[src/design/bgp_as_path_parser_assert.svh]
// Assertion macros used by the AS_PATH parser top level.
`ifndef BGP_AS_PATH_PARSER_ASSERT_SVH
`define BGP_AS_PATH_PARSER_ASSERT_SVH

// Same-cycle implication, checked outside reset.
`define BGPAP_ASSERT_NOW(label, clk, rst_n, ante, cons) \
    label: assert property (@(posedge clk) disable iff (!(rst_n)) (ante) |-> (cons)) \
        else $error("bgp_as_path_parser: same-cycle check failed");

// Next-cycle implication, checked outside reset.
`define BGPAP_ASSERT_NEXT(label, clk, rst_n, ante, cons) \
    label: assert property (@(posedge clk) disable iff (!(rst_n)) (ante) |=> (cons)) \
        else $error("bgp_as_path_parser: next-cycle check failed");

`endif

[src/design/bgpap_pkg.sv]
// Types, codes and the hash mix function of the AS_PATH parser.
package bgpap_pkg;

    typedef enum logic [1:0] {
        PH_TYPE  = 2'd0,
        PH_COUNT = 2'd1,
        PH_ASN   = 2'd2
    } t_phase;

    typedef enum logic [1:0] {
        SEG_SEQ  = 2'd0,
        SEG_SET  = 2'd1,
        SEG_CSET = 2'd2,
        SEG_CSEQ = 2'd3
    } t_seg_kind;

    typedef enum logic [1:0] {
        RES_ASN      = 2'd0,
        RES_DONE     = 2'd1,
        RES_BAD_TYPE = 2'd2,
        RES_TRUNC    = 2'd3
    } t_res_kind;

    // Segment type bytes on the wire
    localparam logic [7:0] WIRE_SET  = 8'd1;
    localparam logic [7:0] WIRE_SEQ  = 8'd2;
    localparam logic [7:0] WIRE_CSEQ = 8'd3;
    localparam logic [7:0] WIRE_CSET = 8'd4;

    localparam logic [31:0] HASH_SEED = 32'hDEADBEEF;

    // Configuration space
    localparam int          PADDR_W           = 2;
    localparam logic [1:0]  ADDR_ASN_FOUR     = 2'd0;

    // One classified word handed from the front to the back: an optional
    // ASN result followed by an optional closing result.
    typedef struct packed {
        logic        asn_v;
        logic [31:0] asn;
        t_seg_kind   seg_kind;
        logic [7:0]  idx;
        logic        seg_end;
        logic        tail_v;
        t_res_kind   tail_kind;
        logic [15:0] seg_total;
        logic [15:0] first_hash;
        logic [15:0] origin_hash;
        logic        nonempty;
    } t_event;

    function automatic logic [31:0] mix(input logic [31:0] a);
        logic [31:0] a1;
        logic [31:0] a2;
        a1 = a ^ (a >> 4);
        a2 = (a1 ^ HASH_SEED) + (a1 << 5);
        return a2 ^ (a2 >> 11);
    endfunction

endpackage

[src/design/bgp_as_path_parser.sv]
// Top level of the BGP AS_PATH attribute parser.
//
//   channel  direction  handshake            word
//   input    in         i_valid / o_stall    i_data_byte, i_final_byte
//   output   out        o_valid / i_stall    o_result_kind .. o_last
//   config   in         APB psel/penable     asn_four_bytes at address 0
//
// One byte is taken per cycle while o_stall is low; the front parser updates
// its state for each accepted byte. A byte yields at most two results, which
// the back end delivers one per cycle while i_stall is low, from a QUEUE_DEPTH-
// word queue; each result is held in the output register. Synchronous reset
// clears the parser, queue and output valid. o_stall rises only when the queue
// is full, so the input side stalls only while the output side is held off.
module bgp_as_path_parser
    import bgpap_pkg::*;
#(
    parameter int QUEUE_DEPTH = 4
) (
    input  logic               i_clk,
    input  logic               i_rst_n,
    input  logic               i_valid,
    output logic               o_stall,
    input  logic [7:0]         i_data_byte,
    input  logic               i_final_byte,
    output logic               o_valid,
    input  logic               i_stall,
    output logic [1:0]         o_result_kind,
    output logic [31:0]        o_asn_value,
    output logic [1:0]         o_segment_kind,
    output logic [7:0]         o_member_index,
    output logic               o_segment_end,
    output logic [15:0]        o_segment_total,
    output logic [31:0]        o_route_hash,
    output logic               o_last,
    input  logic               psel,
    input  logic               penable,
    input  logic               pwrite,
    input  logic [PADDR_W-1:0] paddr,
    input  logic [31:0]        pwdata,
    output logic [31:0]        prdata,
    output logic               pready
);

`include "bgp_as_path_parser_assert.svh"

    logic   r_asn_four;
    logic   w_push;
    logic   w_full;
    logic   w_pop;
    logic   w_head_v;
    t_event w_event;
    t_event w_head;

    // Configuration register
    assign pready = 1'b1;
    assign prdata = {31'd0, r_asn_four};

    always_ff @(posedge i_clk) begin
        if (!i_rst_n) begin
            r_asn_four <= 1'b1;
        end else if (psel && penable && pwrite && pready && paddr == ADDR_ASN_FOUR) begin
            r_asn_four <= pwdata[0];
        end
    end

    bgpap_front u_front (
        .i_clk        (i_clk),
        .i_rst_n      (i_rst_n),
        .i_valid      (i_valid),
        .i_data_byte  (i_data_byte),
        .i_final_byte (i_final_byte),
        .i_asn_four   (r_asn_four),
        .i_q_full     (w_full),
        .o_stall      (o_stall),
        .o_push       (w_push),
        .o_event      (w_event)
    );

    bgpap_queue #(
        .DEPTH (QUEUE_DEPTH)
    ) u_queue (
        .i_clk      (i_clk),
        .i_rst_n    (i_rst_n),
        .i_push     (w_push),
        .i_event    (w_event),
        .o_full     (w_full),
        .i_pop      (w_pop),
        .o_nonempty (w_head_v),
        .o_head     (w_head)
    );

    bgpap_back u_back (
        .i_clk           (i_clk),
        .i_rst_n         (i_rst_n),
        .i_head_v        (w_head_v),
        .i_head          (w_head),
        .o_pop           (w_pop),
        .i_stall         (i_stall),
        .o_valid         (o_valid),
        .o_result_kind   (o_result_kind),
        .o_asn_value     (o_asn_value),
        .o_segment_kind  (o_segment_kind),
        .o_member_index  (o_member_index),
        .o_segment_end   (o_segment_end),
        .o_segment_total (o_segment_total),
        .o_route_hash    (o_route_hash),
        .o_last          (o_last)
    );

    // Checks
    `BGPAP_ASSERT_NOW(a_no_overflow, i_clk, i_rst_n, w_push, !w_full)
    `BGPAP_ASSERT_NOW(a_bad_type_alone, i_clk, i_rst_n,
        w_push && w_event.tail_v && w_event.tail_kind == RES_BAD_TYPE, !w_event.asn_v)
    `BGPAP_ASSERT_NEXT(a_tail_follows, i_clk, i_rst_n, o_valid && !i_stall && !o_last,
        o_valid && o_result_kind != RES_ASN)
    `BGPAP_ASSERT_NOW(a_closing_is_last, i_clk, i_rst_n,
        o_valid && o_result_kind != RES_ASN, o_last)

endmodule

[src/design/bgpap_front.sv]
// Front end: byte parser that classifies the accepted bytes into result words.
module bgpap_front
    import bgpap_pkg::*;
(
    input  logic        i_clk,
    input  logic        i_rst_n,
    input  logic        i_valid,
    input  logic [7:0]  i_data_byte,
    input  logic        i_final_byte,
    input  logic        i_asn_four,
    input  logic        i_q_full,
    output logic        o_stall,
    output logic        o_push,
    output t_event      o_event
);

    t_phase      r_phase, n_phase;
    t_seg_kind   r_type, n_type;
    logic [7:0]  r_rem, n_rem;
    logic [7:0]  r_mem, n_mem;
    logic [1:0]  r_bia, n_bia;
    logic [31:0] r_acc, n_acc;
    logic [15:0] r_first, n_first;
    logic [15:0] r_origin, n_origin;
    logic [15:0] r_count, n_count;
    logic        r_nonempty, n_nonempty;
    logic        r_err, n_err;
    logic        r_fso, n_fso;

    logic        w_accept;
    logic [31:0] w_acc_sh;
    logic        w_asn_done;
    logic        w_end;
    logic        w_bad;
    t_seg_kind   w_kind;
    t_event      w_ev;

    assign o_stall  = i_q_full;
    assign w_accept = i_valid && !i_q_full;
    assign w_acc_sh = {r_acc[23:0], i_data_byte};
    assign w_asn_done = i_asn_four ? (r_bia == 2'd3) : (r_bia != 2'd0);
    assign w_end    = (r_rem <= 8'd1);

    // Decode the segment type byte
    always_comb begin
        w_bad  = 1'b0;
        w_kind = SEG_SEQ;
        unique case (i_data_byte)
            WIRE_SET:  w_kind = SEG_SET;
            WIRE_SEQ:  w_kind = SEG_SEQ;
            WIRE_CSEQ: w_kind = SEG_CSEQ;
            WIRE_CSET: w_kind = SEG_CSET;
            default:   w_bad  = 1'b1;
        endcase
    end

    // Next state and the classified word for an accepted byte
    always_comb begin
        n_phase    = r_phase;
        n_type     = r_type;
        n_rem      = r_rem;
        n_mem      = r_mem;
        n_bia      = r_bia;
        n_acc      = r_acc;
        n_first    = r_first;
        n_origin   = r_origin;
        n_count    = r_count;
        n_nonempty = r_nonempty;
        n_err      = r_err;
        n_fso      = r_fso;
        w_ev       = '0;
        o_push     = 1'b0;

        if (w_accept) begin
            if (r_err) begin
                // drop bytes until the final one
            end else begin
                unique case (r_phase)
                    PH_COUNT: begin
                        n_rem = i_data_byte;
                        n_mem = '0;
                        n_bia = '0;
                        n_acc = '0;
                        if (r_type != SEG_SEQ) begin
                            n_origin = '0;
                            if (!r_nonempty) begin
                                n_nonempty = 1'b1;
                                n_first    = '0;
                                n_fso      = 1'b1;
                            end
                        end
                        if (i_data_byte == 8'd0) begin
                            // empty segment closes at once
                            if (r_type != SEG_SEQ) n_count = r_count + 16'd1;
                            n_fso   = 1'b0;
                            n_phase = PH_TYPE;
                        end else begin
                            n_phase = PH_ASN;
                        end
                    end
                    PH_ASN: begin
                        if (!w_asn_done) begin
                            n_acc = w_acc_sh;
                            n_bia = r_bia + 2'd1;
                        end else begin
                            if (r_type == SEG_SEQ) begin
                                if (!r_nonempty) begin
                                    n_nonempty = 1'b1;
                                    n_first    = w_acc_sh[15:0];
                                end
                                n_origin = w_acc_sh[15:0];
                            end else if (r_mem == 8'd0) begin
                                n_origin = w_acc_sh[15:0];
                                if (r_fso) n_first = w_acc_sh[15:0];
                            end
                            // every sequence hop counts, any other segment counts once on close
                            if (r_type == SEG_SEQ || w_end) n_count = r_count + 16'd1;
                            n_rem = r_rem - 8'd1;
                            n_mem = r_mem + 8'd1;
                            n_bia = '0;
                            n_acc = '0;
                            if (w_end) begin
                                n_fso   = 1'b0;
                                n_phase = PH_TYPE;
                            end
                            w_ev.asn_v    = 1'b1;
                            w_ev.asn      = w_acc_sh;
                            w_ev.seg_kind = r_type;
                            w_ev.idx      = r_mem;
                            w_ev.seg_end  = w_end;
                        end
                    end
                    default: begin
                        if (w_bad) begin
                            w_ev.tail_v    = 1'b1;
                            w_ev.tail_kind = RES_BAD_TYPE;
                            n_err          = 1'b1;
                        end else begin
                            n_type  = w_kind;
                            n_phase = PH_COUNT;
                        end
                    end
                endcase

                // close the path on the final byte
                if (i_final_byte && !w_ev.tail_v) begin
                    w_ev.tail_v      = 1'b1;
                    w_ev.tail_kind   = (n_phase == PH_TYPE) ? RES_DONE : RES_TRUNC;
                    w_ev.first_hash  = n_first;
                    w_ev.origin_hash = n_origin;
                    w_ev.nonempty    = n_nonempty;
                end
                w_ev.seg_total = n_count;
                o_push = w_ev.asn_v || w_ev.tail_v;
            end

            // return path state to reset after the final byte
            if (i_final_byte) begin
                n_phase    = PH_TYPE;
                n_type     = SEG_SEQ;
                n_rem      = '0;
                n_mem      = '0;
                n_bia      = '0;
                n_acc      = '0;
                n_first    = '0;
                n_origin   = '0;
                n_count    = '0;
                n_nonempty = 1'b0;
                n_err      = 1'b0;
                n_fso      = 1'b0;
            end
        end
    end

    assign o_event = w_ev;

    // Hold parser state
    always_ff @(posedge i_clk) begin
        if (!i_rst_n) begin
            r_phase    <= PH_TYPE;
            r_type     <= SEG_SEQ;
            r_rem      <= '0;
            r_mem      <= '0;
            r_bia      <= '0;
            r_acc      <= '0;
            r_first    <= '0;
            r_origin   <= '0;
            r_count    <= '0;
            r_nonempty <= 1'b0;
            r_err      <= 1'b0;
            r_fso      <= 1'b0;
        end else begin
            r_phase    <= n_phase;
            r_type     <= n_type;
            r_rem      <= n_rem;
            r_mem      <= n_mem;
            r_bia      <= n_bia;
            r_acc      <= n_acc;
            r_first    <= n_first;
            r_origin   <= n_origin;
            r_count    <= n_count;
            r_nonempty <= n_nonempty;
            r_err      <= n_err;
            r_fso      <= n_fso;
        end
    end

endmodule

[src/design/bgpap_queue.sv]
// Short queue of classified words between the front and the back.
module bgpap_queue
    import bgpap_pkg::*;
#(
    parameter int DEPTH = 4
) (
    input  logic   i_clk,
    input  logic   i_rst_n,
    input  logic   i_push,
    input  t_event i_event,
    output logic   o_full,
    input  logic   i_pop,
    output logic   o_nonempty,
    output t_event o_head
);

    localparam int PTR_W = (DEPTH > 1) ? $clog2(DEPTH) : 1;
    localparam int CNT_W = $clog2(DEPTH + 1);

    t_event             r_mem [DEPTH];
    logic [PTR_W-1:0]   r_wr, n_wr;
    logic [PTR_W-1:0]   r_rd, n_rd;
    logic [CNT_W-1:0]   r_cnt, n_cnt;

    assign o_full     = (r_cnt == CNT_W'(DEPTH));
    assign o_nonempty = (r_cnt != '0);
    assign o_head     = r_mem[r_rd];

    // Advance pointers and occupancy
    always_comb begin
        n_wr  = r_wr;
        n_rd  = r_rd;
        n_cnt = r_cnt;
        if (i_push) n_wr = (r_wr == PTR_W'(DEPTH - 1)) ? '0 : r_wr + 1'b1;
        if (i_pop)  n_rd = (r_rd == PTR_W'(DEPTH - 1)) ? '0 : r_rd + 1'b1;
        if (i_push && !i_pop) n_cnt = r_cnt + 1'b1;
        else if (!i_push && i_pop) n_cnt = r_cnt - 1'b1;
    end

    always_ff @(posedge i_clk) begin
        if (!i_rst_n) begin
            r_wr  <= '0;
            r_rd  <= '0;
            r_cnt <= '0;
        end else begin
            r_wr  <= n_wr;
            r_rd  <= n_rd;
            r_cnt <= n_cnt;
        end
    end

    // Store words
    always_ff @(posedge i_clk) begin
        if (i_push) r_mem[r_wr] <= i_event;
    end

endmodule

[src/design/bgpap_back.sv]
// Back end: expands queued words into results and holds the output register.
module bgpap_back
    import bgpap_pkg::*;
(
    input  logic        i_clk,
    input  logic        i_rst_n,
    input  logic        i_head_v,
    input  t_event      i_head,
    output logic        o_pop,
    input  logic        i_stall,
    output logic        o_valid,
    output logic [1:0]  o_result_kind,
    output logic [31:0] o_asn_value,
    output logic [1:0]  o_segment_kind,
    output logic [7:0]  o_member_index,
    output logic        o_segment_end,
    output logic [15:0] o_segment_total,
    output logic [31:0] o_route_hash,
    output logic        o_last
);

    logic        r_valid, n_valid;
    logic        r_sent, n_sent;
    t_res_kind   r_kind, n_kind;
    logic [31:0] r_asn, n_asn;
    t_seg_kind   r_seg, n_seg;
    logic [7:0]  r_idx, n_idx;
    logic        r_end, n_end;
    logic [15:0] r_total, n_total;
    logic [31:0] r_hash, n_hash;
    logic        r_last, n_last;

    logic        w_free;
    logic        w_take;
    logic [31:0] w_hash_in;

    assign w_free    = !r_valid || !i_stall;
    assign w_take    = w_free && i_head_v;
    assign w_hash_in = {8'd0, i_head.first_hash, 8'd0} | {16'd0, i_head.origin_hash};

    // Select the next result from the head word
    always_comb begin
        n_valid = r_valid;
        n_sent  = r_sent;
        n_kind  = r_kind;
        n_asn   = r_asn;
        n_seg   = r_seg;
        n_idx   = r_idx;
        n_end   = r_end;
        n_total = r_total;
        n_hash  = r_hash;
        n_last  = r_last;
        o_pop   = 1'b0;

        if (w_take) begin
            n_valid = 1'b1;
            n_total = i_head.seg_total;
            if (i_head.asn_v && !r_sent) begin
                n_kind = RES_ASN;
                n_asn  = i_head.asn;
                n_seg  = i_head.seg_kind;
                n_idx  = i_head.idx;
                n_end  = i_head.seg_end;
                n_hash = '0;
                n_last = !i_head.tail_v;
                n_sent = i_head.tail_v;
                o_pop  = !i_head.tail_v;
            end else begin
                n_kind = i_head.tail_kind;
                n_asn  = '0;
                n_seg  = SEG_SEQ;
                n_idx  = '0;
                n_end  = 1'b0;
                n_hash = (i_head.tail_kind == RES_DONE && i_head.nonempty) ?
                         mix(w_hash_in) : '0;
                n_last = 1'b1;
                n_sent = 1'b0;
                o_pop  = 1'b1;
            end
        end else if (w_free) begin
            n_valid = 1'b0;
        end
    end

    always_ff @(posedge i_clk) begin
        if (!i_rst_n) begin
            r_valid <= 1'b0;
            r_sent  <= 1'b0;
        end else begin
            r_valid <= n_valid;
            r_sent  <= n_sent;
        end
    end

    // Hold the result payload
    always_ff @(posedge i_clk) begin
        r_kind  <= n_kind;
        r_asn   <= n_asn;
        r_seg   <= n_seg;
        r_idx   <= n_idx;
        r_end   <= n_end;
        r_total <= n_total;
        r_hash  <= n_hash;
        r_last  <= n_last;
    end

    assign o_valid         = r_valid;
    assign o_result_kind   = r_kind;
    assign o_asn_value     = r_asn;
    assign o_segment_kind  = r_seg;
    assign o_member_index  = r_idx;
    assign o_segment_end   = r_end;
    assign o_segment_total = r_total;
    assign o_route_hash    = r_hash;
    assign o_last          = r_last;

endmodule
[config.mk]
export PLATFORM = sky130hd
export DESIGN_NAME = bgp_as_path_parser
export DESIGN_NICKNAME = d
export VERILOG_FILES = /design/src/design/bgpap_pkg.sv /design/src/design/bgp_as_path_parser.sv /design/src/design/bgpap_front.sv /design/src/design/bgpap_queue.sv /design/src/design/bgpap_back.sv
export VERILOG_INCLUDE_DIRS = /design/src /design/src/design
export SDC_FILE = /design/constraint.sdc
export NUM_CORES = 1
export LEC_CHECK = 0
export BUFFER_PORTS_ARGS = -buffer_cell sky130_fd_sc_hd__buf_2
export CORE_ASPECT_RATIO = 1.1
export CORE_MARGIN = 2
export CORE_UTILIZATION = 50
export DETAILED_ROUTE_END_ITERATION = 10
export PLACE_DENSITY = 0.68
export SLEW_MARGIN = 25
export SYNTH_ARGS = -nofsm -noshare
export SYNTH_HDL_FRONTEND = slang
export SYNTH_SLANG_ARGS = --single-unit
[constraint.sdc]
create_clock -name i_clk -period 9.3 [get_ports i_clk]
set_input_delay 0.465 -clock i_clk [delete_from_list [all_inputs] [get_ports i_clk]]
set_output_delay 0.465 -clock i_clk [all_outputs]
set_load 0.01 [all_outputs]
Yosys cells after proc, flatten, opt, wreduce, memory -nomap -nowiden:

Memories as Yosys holds them, arrays and structs flattened. A register that Yosys moved wholly into a read port is not among the register bits.
Index checks and enable logic that the tools add are counted.

* register bits after elaboration: 201
* memory bits (writable): 384
* input port bits: 50
* output and inout port bits: 129
* word-level logic and storage cells: 203
* memories: 1

* add/subtract/negate cells: 9
* order comparisons: 1
* equality and inequality tests: 17
* multiplexer cells: 103
* bitwise logic cells: 5
* reductions and logical operators: 41

Memory list
* u_queue.r_mem: words 4, bits a word 96, read ports 1, clocked after Yosys merged registers in 1, wr ports 1, RTL line bgpap_queue.sv:20 `t_event r_mem [DEPTH];`

Operator list (number)
* 2-to-1 mux 16 bit: 21
* 2-to-1 mux 96 bit: 2
* 2-to-1 mux 44 bit: 4
* case mux 16 bit (2 select lines): 3
* 2-to-1 mux 24 bit: 3
* 2-to-1 mux 8 bit: 6
* case mux 24 bit (2 select lines): 1
* 2-to-1 mux 2 bit: 20
* 2-to-1 mux 33 bit: 1
* adder 32 bit: 1
* case mux 8 bit (2 select lines): 2
* XOR 32 x 21 -> 32 bit: 1
* XOR 32 x 28 -> 32 bit: 1
* 2-to-1 mux 3 bit: 9
* 2-to-1 mux 1 bit: 26
* NOT 24 bit: 1
* bitwise OR 24 x 16 -> 24 bit: 1
* adder 16 x 1 -> 16 bit (second input constant): 1
* == test 8 x 2 -> 1 bit (second input constant): 2
* logical NOT 8 bit: 2
* logical AND 1 bit: 10
* nonzero test 2 bit: 5
* adder 8 x 1 -> 8 bit (second input constant): 1
* == test 2 bit (second input constant): 4
* other kinds (28): 48

Logic depth before layout (Yosys ltp):

Gate-level depths: netlist (run 1).

* word-level depth: 18
* depth in mapped cells: 19
* gate-level depth less buffers: 15

Modules after synthesis:

From an unflattened synthesis (run 1), not the netlist that was laid out.

* cell total of the unflattened synthesis: 1807
* area total of the unflattened synthesis: 25772.2 um^2

Modules (own cells, without submodules)
* bgpap_queue: instances 1, cells an instance 546, area each 14302.5 um^2, seq. area each 11711.2 um^2
* bgpap_front: instances 1, cells an instance 827, area each 6138.4 um^2, seq. area each 1941.9 um^2
* bgpap_back: instances 1, cells an instance 393, area each 5017.3 um^2, seq. area each 2832.7 um^2
* bgp_as_path_parser: instances 1, cells an instance 41, area each 314.1 um^2, seq. area each 20.0 um^2

Least setup slack after synthesis (run 1):

OpenSTA, ideal clock, no wires.

* path type: flip-flop to flip-flop
* from: register u_queue.r_cnt[0]
* to: register u_queue.r_cnt[2]
* setup time: 0.076 ns
* data arrival time: 7.003 ns
* data required time: 9.224 ns
* path slack: 2.221 ns
* cell stages (with the launch flop): 10
* buffers on the path: 0
* period minus slack after synthesis: 7.079 ns
* path through: dfxtp_1 -> nor3_1 -> a21oi_1 -> nand2_1 -> ha_1 -> inv_1 -> fa_1 -> xor2_1 -> or3_1 -> a21boi_0

* word-level cells in the longest chain between the ends: 7
* elaborated cells between the ends (all ways): 16
* classes of those cells: add/sub: 2; eq/ne: 1; mux: 4; reduce/logical: 9

RTL lines
* start: declaration: RTL line bgpap_queue.sv:23 `logic [CNT_W-1:0] r_cnt, n_cnt;`
* start signal: assignment: RTL line bgpap_queue.sv:48 `r_cnt <= n_cnt;`
* == test 3 bit: RTL line bgpap_queue.sv:25 `assign o_full = (r_cnt == CNT_W'(DEPTH));`
* logical NOT 1 bit: RTL line bgpap_front.sv:39 `assign w_accept = i_valid && !i_q_full;`
* logical AND 1 bit: RTL line bgpap_front.sv:39
* 2-to-1 mux 1 bit: RTL line bgpap_front.sv:74 `if (w_accept) begin`
* logical NOT 1 bit: RTL line bgpap_queue.sv:37 `else if (!i_push && i_pop) n_cnt = r_cnt - 1'b1;`
* logical AND 1 bit: RTL line bgpap_queue.sv:37
* nonzero test 2 bit (no source line)

Several ways; a longest one is shown, not always the timed one. The select of a mux whose other input is x is not followed.
A chain may end at the register's enable or synchronous reset.

==> results of run 1 <==
metrics by stage:
stage	cells	utilization	hold slack, ps	power [mW]
floorplan	1838	-	436.3	6.549
global placement	2506	0.5267	452.5	7.621
detailed placement	2506	0.5269	457.4	7.638
CTS	2611	0.5643	88.73	9.963
global route	2612	0.5644	105.8	10.46
finish	2612	0.5644	112.8	9.872
power breakdown:
group | leakage (nW) | switching, mW | internal (mW) | total, mW
Combinational | 3.51 | 2.48 | 1.65 | 4.13
Clock | 0.906 | 0.950 | 1.36 | 2.31
Sequential | 5.43 | 0.150 | 3.28 | 3.43
Total | 9.84 | 3.58 | 6.29 | 9.87
worst reg2reg max path: cells and delay by family (launching register included):
family	cells	cell delay (ps)
multiplexers	1	770
adder cells (fa/ha/maj)	2	730
XOR/XNOR	2	390
AO/OA/AOI/OAI	4	1230
flip-flops	1	760
AND/OR/NAND/NOR	4	530
buffers and inverters	1	850
cell usage in the layout (no fill, tap or decap), types with 8 or more instances in the layout:
cell type,Yosys,layout
edfxtp_1,477,477
nor2_1,144,142
buf_2,8,115
nand2_1,107,107
dfxtp_1,109,107
mux4_2,84,84
a22oi_1,71,71
a21oi_1,61,60
nor2b_1,56,56
clkbuf_16,0,56
and3_1,55,55
and2_1,54,50
inv_1,46,46
nand3_1,45,45
o21ai_0,45,45
a21boi_0,38,38
ha_1,34,34
xnor2_1,32,32
conb_1,2,32
xor2_1,30,30
nor3_1,24,24
clkbuf_1,72,20
a21o_1,19,19
buf_4,34,18
nand2b_1,10,10
mux2i_1,9,9
or3_1,9,9
a211oi_1,8,8
a31oi_1,8,8
bufinv_16,0,8
logic make-up after synthesis:
group,count (synthesis),share of synthesized area
flops,586,0.6512
simple gates,543,0.1081
compound gates,303,0.08219
buf+inv,172,0.03149
mux,99,0.08204
xor+xnor,67,0.02641
fa+ha+maj,36,0.01836
other cells,2,0.0002963
final cells by class:
cell class | instances | area, sq um
diodes | 1 | 2.502
multi-input cells | 1080 | 8195
clock buffers | 79 | 1518
flip-flops and latches | 586 | 16510
well taps | 660 | 825.8
repair buffers | 133 | 710.7
inverters | 47 | 176.4
fillers | 4079 | 21840
clock inverters | 26 | 356.6
layer usage:
layer	vias to the layer above	part of all wire
met4	2	0.027
met3	108	0.057
met1	7461	0.42
met2	446	0.50
li1	6928	-
met5	-	0.00024
flip-flops by register name, summed over array words and instances, names as in the netlist, 3 cells and up, named ones only:
name                    count
u_front.r_mem               8
u_front.r_acc              24
u_queue.r_cnt               3
u_front.r_first            16
u_back.o_member_index       8
u_back.o_asn_value         32
u_front.r_origin           16
u_queue.r_mem             384
u_back.o_segment_total     16
u_front.r_rem               8
u_back.o_route_hash        31
u_front.r_count            16
worst max-delay path by stage:
stage	from	endpoint	slack [ps]	cells after the start
after global placement	flip-flop	u_back.o_route_hash[16]	3840	14
after floorplan	u_queue.r_cnt[0]	u_queue.r_cnt[2]	2220	9
final	flip-flop	u_back.o_route_hash[16]	3770	14
after CTS	flip-flop	u_back.o_route_hash[16]	3780	14
after global routing	flip-flop	u_back.o_route_hash[16]	3550	14
after detailed placement	flip-flop	u_back.o_route_hash[16]	3810	14
==> metrics.txt, run 1 <==
synthesis-to-layout area growth 11.64%; Resized cells post-CTS 0; vias per cell 5.722; CP peak stage delay 770 ps; cell class contributing the biggest share of worst-path delay compound AO/OA/AOI/OAI gates; Synth async-reset ratio 0; GRT met2 Usage 0.3579; post-DP HPWL 33460 microns; CP max FO 53; Period Utilization, post-route 0.5951; Initial Util 0.5055; hold_sp pwdata[0]; I/O pin count 179; Die Wd 218.7 microns; nature of the critical path endpoint flip-flop; gr usage total 0.2119; Tightest Pin Transition 1038 ps; CTS root buf clkbuf_16; number of global-route vias before repair 14990; final slew viol count 0; setup slack after layout 3765 ps; Die Y 240.1 microns; share of layout cells above drive strength 1 0.1732; Critical Path RT 9630 ps; status finished clean; Buf/Inv on CP 1; most instantiated library cell after synthesis edfxtp_1; normalized max-slew margin 0.3076; hold endpoint r_asn_four; Top FF cell, synth edfxtp_1; TritonCTS clock tree done; total gr overflow 0; Nets 1990; antenna viol nets, final 0; GR met3 Demand/Resource 0.04301; FF+latch count, synth 586; Place WS 3815 ps; Setup CP Type flip-flop to flip-flop; Syn Std Cell Area 25350 sq um; largest net degree at the start of global routing 103; Max Cap Viol 0; dpl cell area 26420 sq um; Final Hold Vio Count 0; PD cells 348.9 nW/um^2; reg2reg end u_back.o_route_hash[16]; drt initial violations 1103; GR Layer Usage met1 0.2746; Routed WL per cell 20.96 microns; sequential share of the synthesized area 0.6512; # DRC 0; postcts setup bufs 0; H-Tree Depth 2; gr busiest metal met2; setup_tns 0 ps; Setup crit start kind flip-flop; Max Clock Freq 180.7 MHz; Leak 9.843 nW; port bufs 115; Hold Crit Depth 3; share of the synthesized area in the top cell type 0.5651; final instance area 28300 sq um; synth cell count leaders edfxtp_1 (477), nor2_1 (144), dfxtp_1 (109); DIE AREA 52510 sq um; Peak VDD IR 0.2911 mV; RSZ-0062 raised after global routing no; # hold bufs at CTS 0; top cells by area, synth edfxtp_1 (57%), dfxtp_1 (8.6%), mux4_2 (7.5%); gpl congestion 0.8670; cells after synthesis 1808; initial antenna violation count 2; HP Class input pin to flip-flop; cell mode on critical path nor2_1; clk slew on worst S/H paths 60 ps; CTS Buffer Depth 3; cell taking the most area after synthesis edfxtp_1; Worst Path Arrival 5860 ps; Netlist cell types 82; Core Region 50140 sq um; vias 14950; first-pass GRT wire length 84810 microns; number of synthesized flops with an enable pin 477; critical path, cell by cell buf_4, mux4_2, xor2_2, ha_1, fa_1, a21o_1, a21oi_1, nor2b_1, and3_1, a211oi_2, nor2_1, o311a_1, xnor2_1, nor2_1; synth warn 0; clock tree sinks 586; final WL 54750 microns; final setup vio count 0; Syn Area/Cell 14.02 sq um; row cnt 86; Critical Path Slowest Stage Cell buf_4; CTS Buf Count 56; Max Clock Skew 28.76 ps; Pre-antenna DRT Iters 6; flop2flop setup slack 3770 ps; worst skew pair latency 610 ps; R2R cell count 14; Final min period 5535 ps
No activity file was read; power rests on OpenSTA's default activity.
==> inputs of run 2 (changes only) <==
Settings changed: ABC_AREA set to 1, PLACE_DENSITY 0.68 to 0.71.
Clock period 9.3 ns to 4.55 ns, I/O delays scaled along.
==> run 2 against run 1 <==
Effect of this change:
- first-iteration DRC count is 82% higher
- critical endpoint is now u_back.o_route_hash[14]
- final area is 4.9% higher
- total power is 110% higher
- area after synthesis is 4.7% higher
- non-clock buffer count is 32 higher
- worst setup slack worse by 3200 ps
- clock skew is 19 ps higher
- fmax is 39% higher
- register-to-register slack worse by 3200 ps
- highest routed layer is now met4
==> metrics.txt, run 2 <==
drt initial violations 2010; first-pass GRT wire length 101600 microns; Initial Util 0.5064; largest net degree at the start of global routing 130; Die Y 245.6 microns; Final Hold Vio Count 0; clock tree sinks 586; Max Clock Freq 251.4 MHz; cell taking the most area after synthesis edfxtp_1; # DRC 0; I/O pin count 179; Peak VDD IR 0.4698 mV; Max Cap Viol 0; Netlist cell types 62; cells after synthesis 2637; share of layout cells above drive strength 1 0.1129; Critical Path Slowest Stage Cell o31ai_1; initial antenna violation count 1; Nets 2819; postcts setup bufs 0; TritonCTS clock tree done; number of global-route vias before repair 18930; Die Wd 223.7 microns; DIE AREA 54940 sq um; Final min period 3978 ps; fin util 0.5664; cell mode on critical path nand2_1; Routed WL per cell 18.90 microns; Synth async-reset ratio 0; CP peak stage delay 660 ps; gpl congestion 0.8762; top cells by area, synth edfxtp_1 (54%), dfxtp_1 (8.2%), nor2_1 (6.2%); final WL 65320 microns; post-DP HPWL 40600 microns; dpl cell area 27660 sq um; row cnt 88; Core Region 52410 sq um; flop2flop setup slack 570 ps; Critical Path RT 4900 ps; CP max FO 64; PD cells 687.0 nW/um^2; Setup crit start kind flip-flop; max reg flops 384; CTS Buf Count 57; Fillers 4404; clk slew on worst S/H paths 60 ps; synth cell count leaders edfxtp_1 (477), nor2_1 (440), nand2_1 (360); CTS root buf clkbuf_16; number of synthesized flops with an enable pin 477; non-filler cells, final 3456; H-Tree Depth 2; Biggest register u_queue.r_mem; reg2reg end u_back.o_route_hash[14]; Setup CP Type flip-flop to flip-flop; final setup vio count 0; final instance area 29690 sq um; critical path, cell by cell inv_4, nor3_1, o31ai_1, xnor2_1, inv_1, ha_1, nand2_1, o21ai_0, a21oi_1, o211a_1, nand2_1, nand2_1, nand2_1, nand2_1, nand2_1, nor2_1; Syn Area/Cell 10.07 sq um; Tot Pwr 20.39 mW; Pre-antenna DRT Iters 6; Inst Count DP 3337; synth warn 0; Ant. Diodes 0; status finished clean; CTS Buffer Depth 3; final slew viol count 0; Tightest Pin Transition 859.0 ps; RSZ-0062 raised after global routing no; Leak 11.00 nW; vias per cell 5.643; Syn Std Cell Area 26540 sq um; Period Utilization, post-route 0.8744; R2R cell count 16; port bufs 115; Worst Path Arrival 4330 ps; most instantiated library cell after synthesis edfxtp_1; FF+latch count, synth 586; worst skew pair latency 640 ps; Top FF cell, synth edfxtp_1; setup_tns 0 ps; Max Clock Skew 47.86 ps; Worst Setup EP u_back.o_route_hash[14]; normalized max-slew margin 0.4252; sequential share of the synthesized area 0.6219; antenna viol nets, final 0; share of the synthesized area in the top cell type 0.5397; commonest non-fill, non-tap cell in the layout edfxtp_1; gr usage total 0.2349; total gr overflow 0; vias 19500; commonest non-fill, non-tap cells in the layout edfxtp_1 (477), nor2_1 (434), nand2_1 (360); synthesis-to-layout area growth 11.85%; HP Class input pin to flip-flop; nature of the critical path endpoint flip-flop
## run 2: what timing repair did
item / 4_1_cts / 5_1_grt
gates resized for setup: 0 / 0
endpoints found under the hold margin: 16 / 0
endpoints found under the setup margin: 0 / 0
hold buffers: 12 / 0
## run 2: stage by stage
| stage | worst slack [ps] | hold WS [ps] |
|---|---|---|
| after global placement | 718.9 | 444.1 |
| after floorplan | -1487 | 357.9 |
| final | 571.6 | 36.51 |
| after detailed placement | 633.2 | 455.8 |
| after global routing | 231.1 | 49.19 |
| after CTS | 614.9 | 8.580 |
## run 2: worst min path at each step
stage,endpoint,cells after the start,start
finish,u_front.r_err,3,i_rst_n
global route,u_front.r_err,3,i_rst_n
CTS,u_front.r_err,3,i_rst_n
detailed placement,r_asn_four,3,pwdata[0]
global placement,r_asn_four,3,pwdata[0]
floorplan,r_asn_four,2,pwdata[0]
## run 2: worst max-delay path, delay by kind of cell, from the launching register on
kind,cells,cell delay [ps]
compound gates,4,1390
xor+xnor,1,250
buf+inv,2,550
flops,1,360
simple gates,8,680
fa+ha+maj,1,430
## run 2: logic make-up after synthesis
| group | share of synthesized area |
|---|---|
| xor+xnor | 0.01150 |
| fa+ha+maj | 0.01754 |
| other cells | 0.0002830 |
| simple gates | 0.1641 |
| flops | 0.6219 |
| compound gates | 0.1200 |
| buf+inv | 0.06472 |
## run 2: report_power, final
group	switching (mW)	leakage (nW)	internal [mW]
logic	5.99	4.63	2.60
clock network	2.04	0.927	2.71
registers	0.216	5.44	6.84
total	8.25	11.0	12.1
## run 2: final cells by class
class                      count  area (sq um)  share of cell area
clock buffer                  72          1545             0.05205
clock inverter                35         355.3             0.01197
inverter                     235         885.9             0.02984
multi-input combinational   1688          8488              0.2859
sequential                   586         16510              0.5562
tap                          675         844.6             0.02845
timing repair buffer         165          1056             0.03557
## run 2: routing by layer
metal,global-route usage,wire [microns],vias up
met3,0.03023,4039,133
met2,0.4083,32140,662
met1,0.3058,27210,9478
met5,0,0,-
li1,-,-,9229
met4,0.07725,1940,0
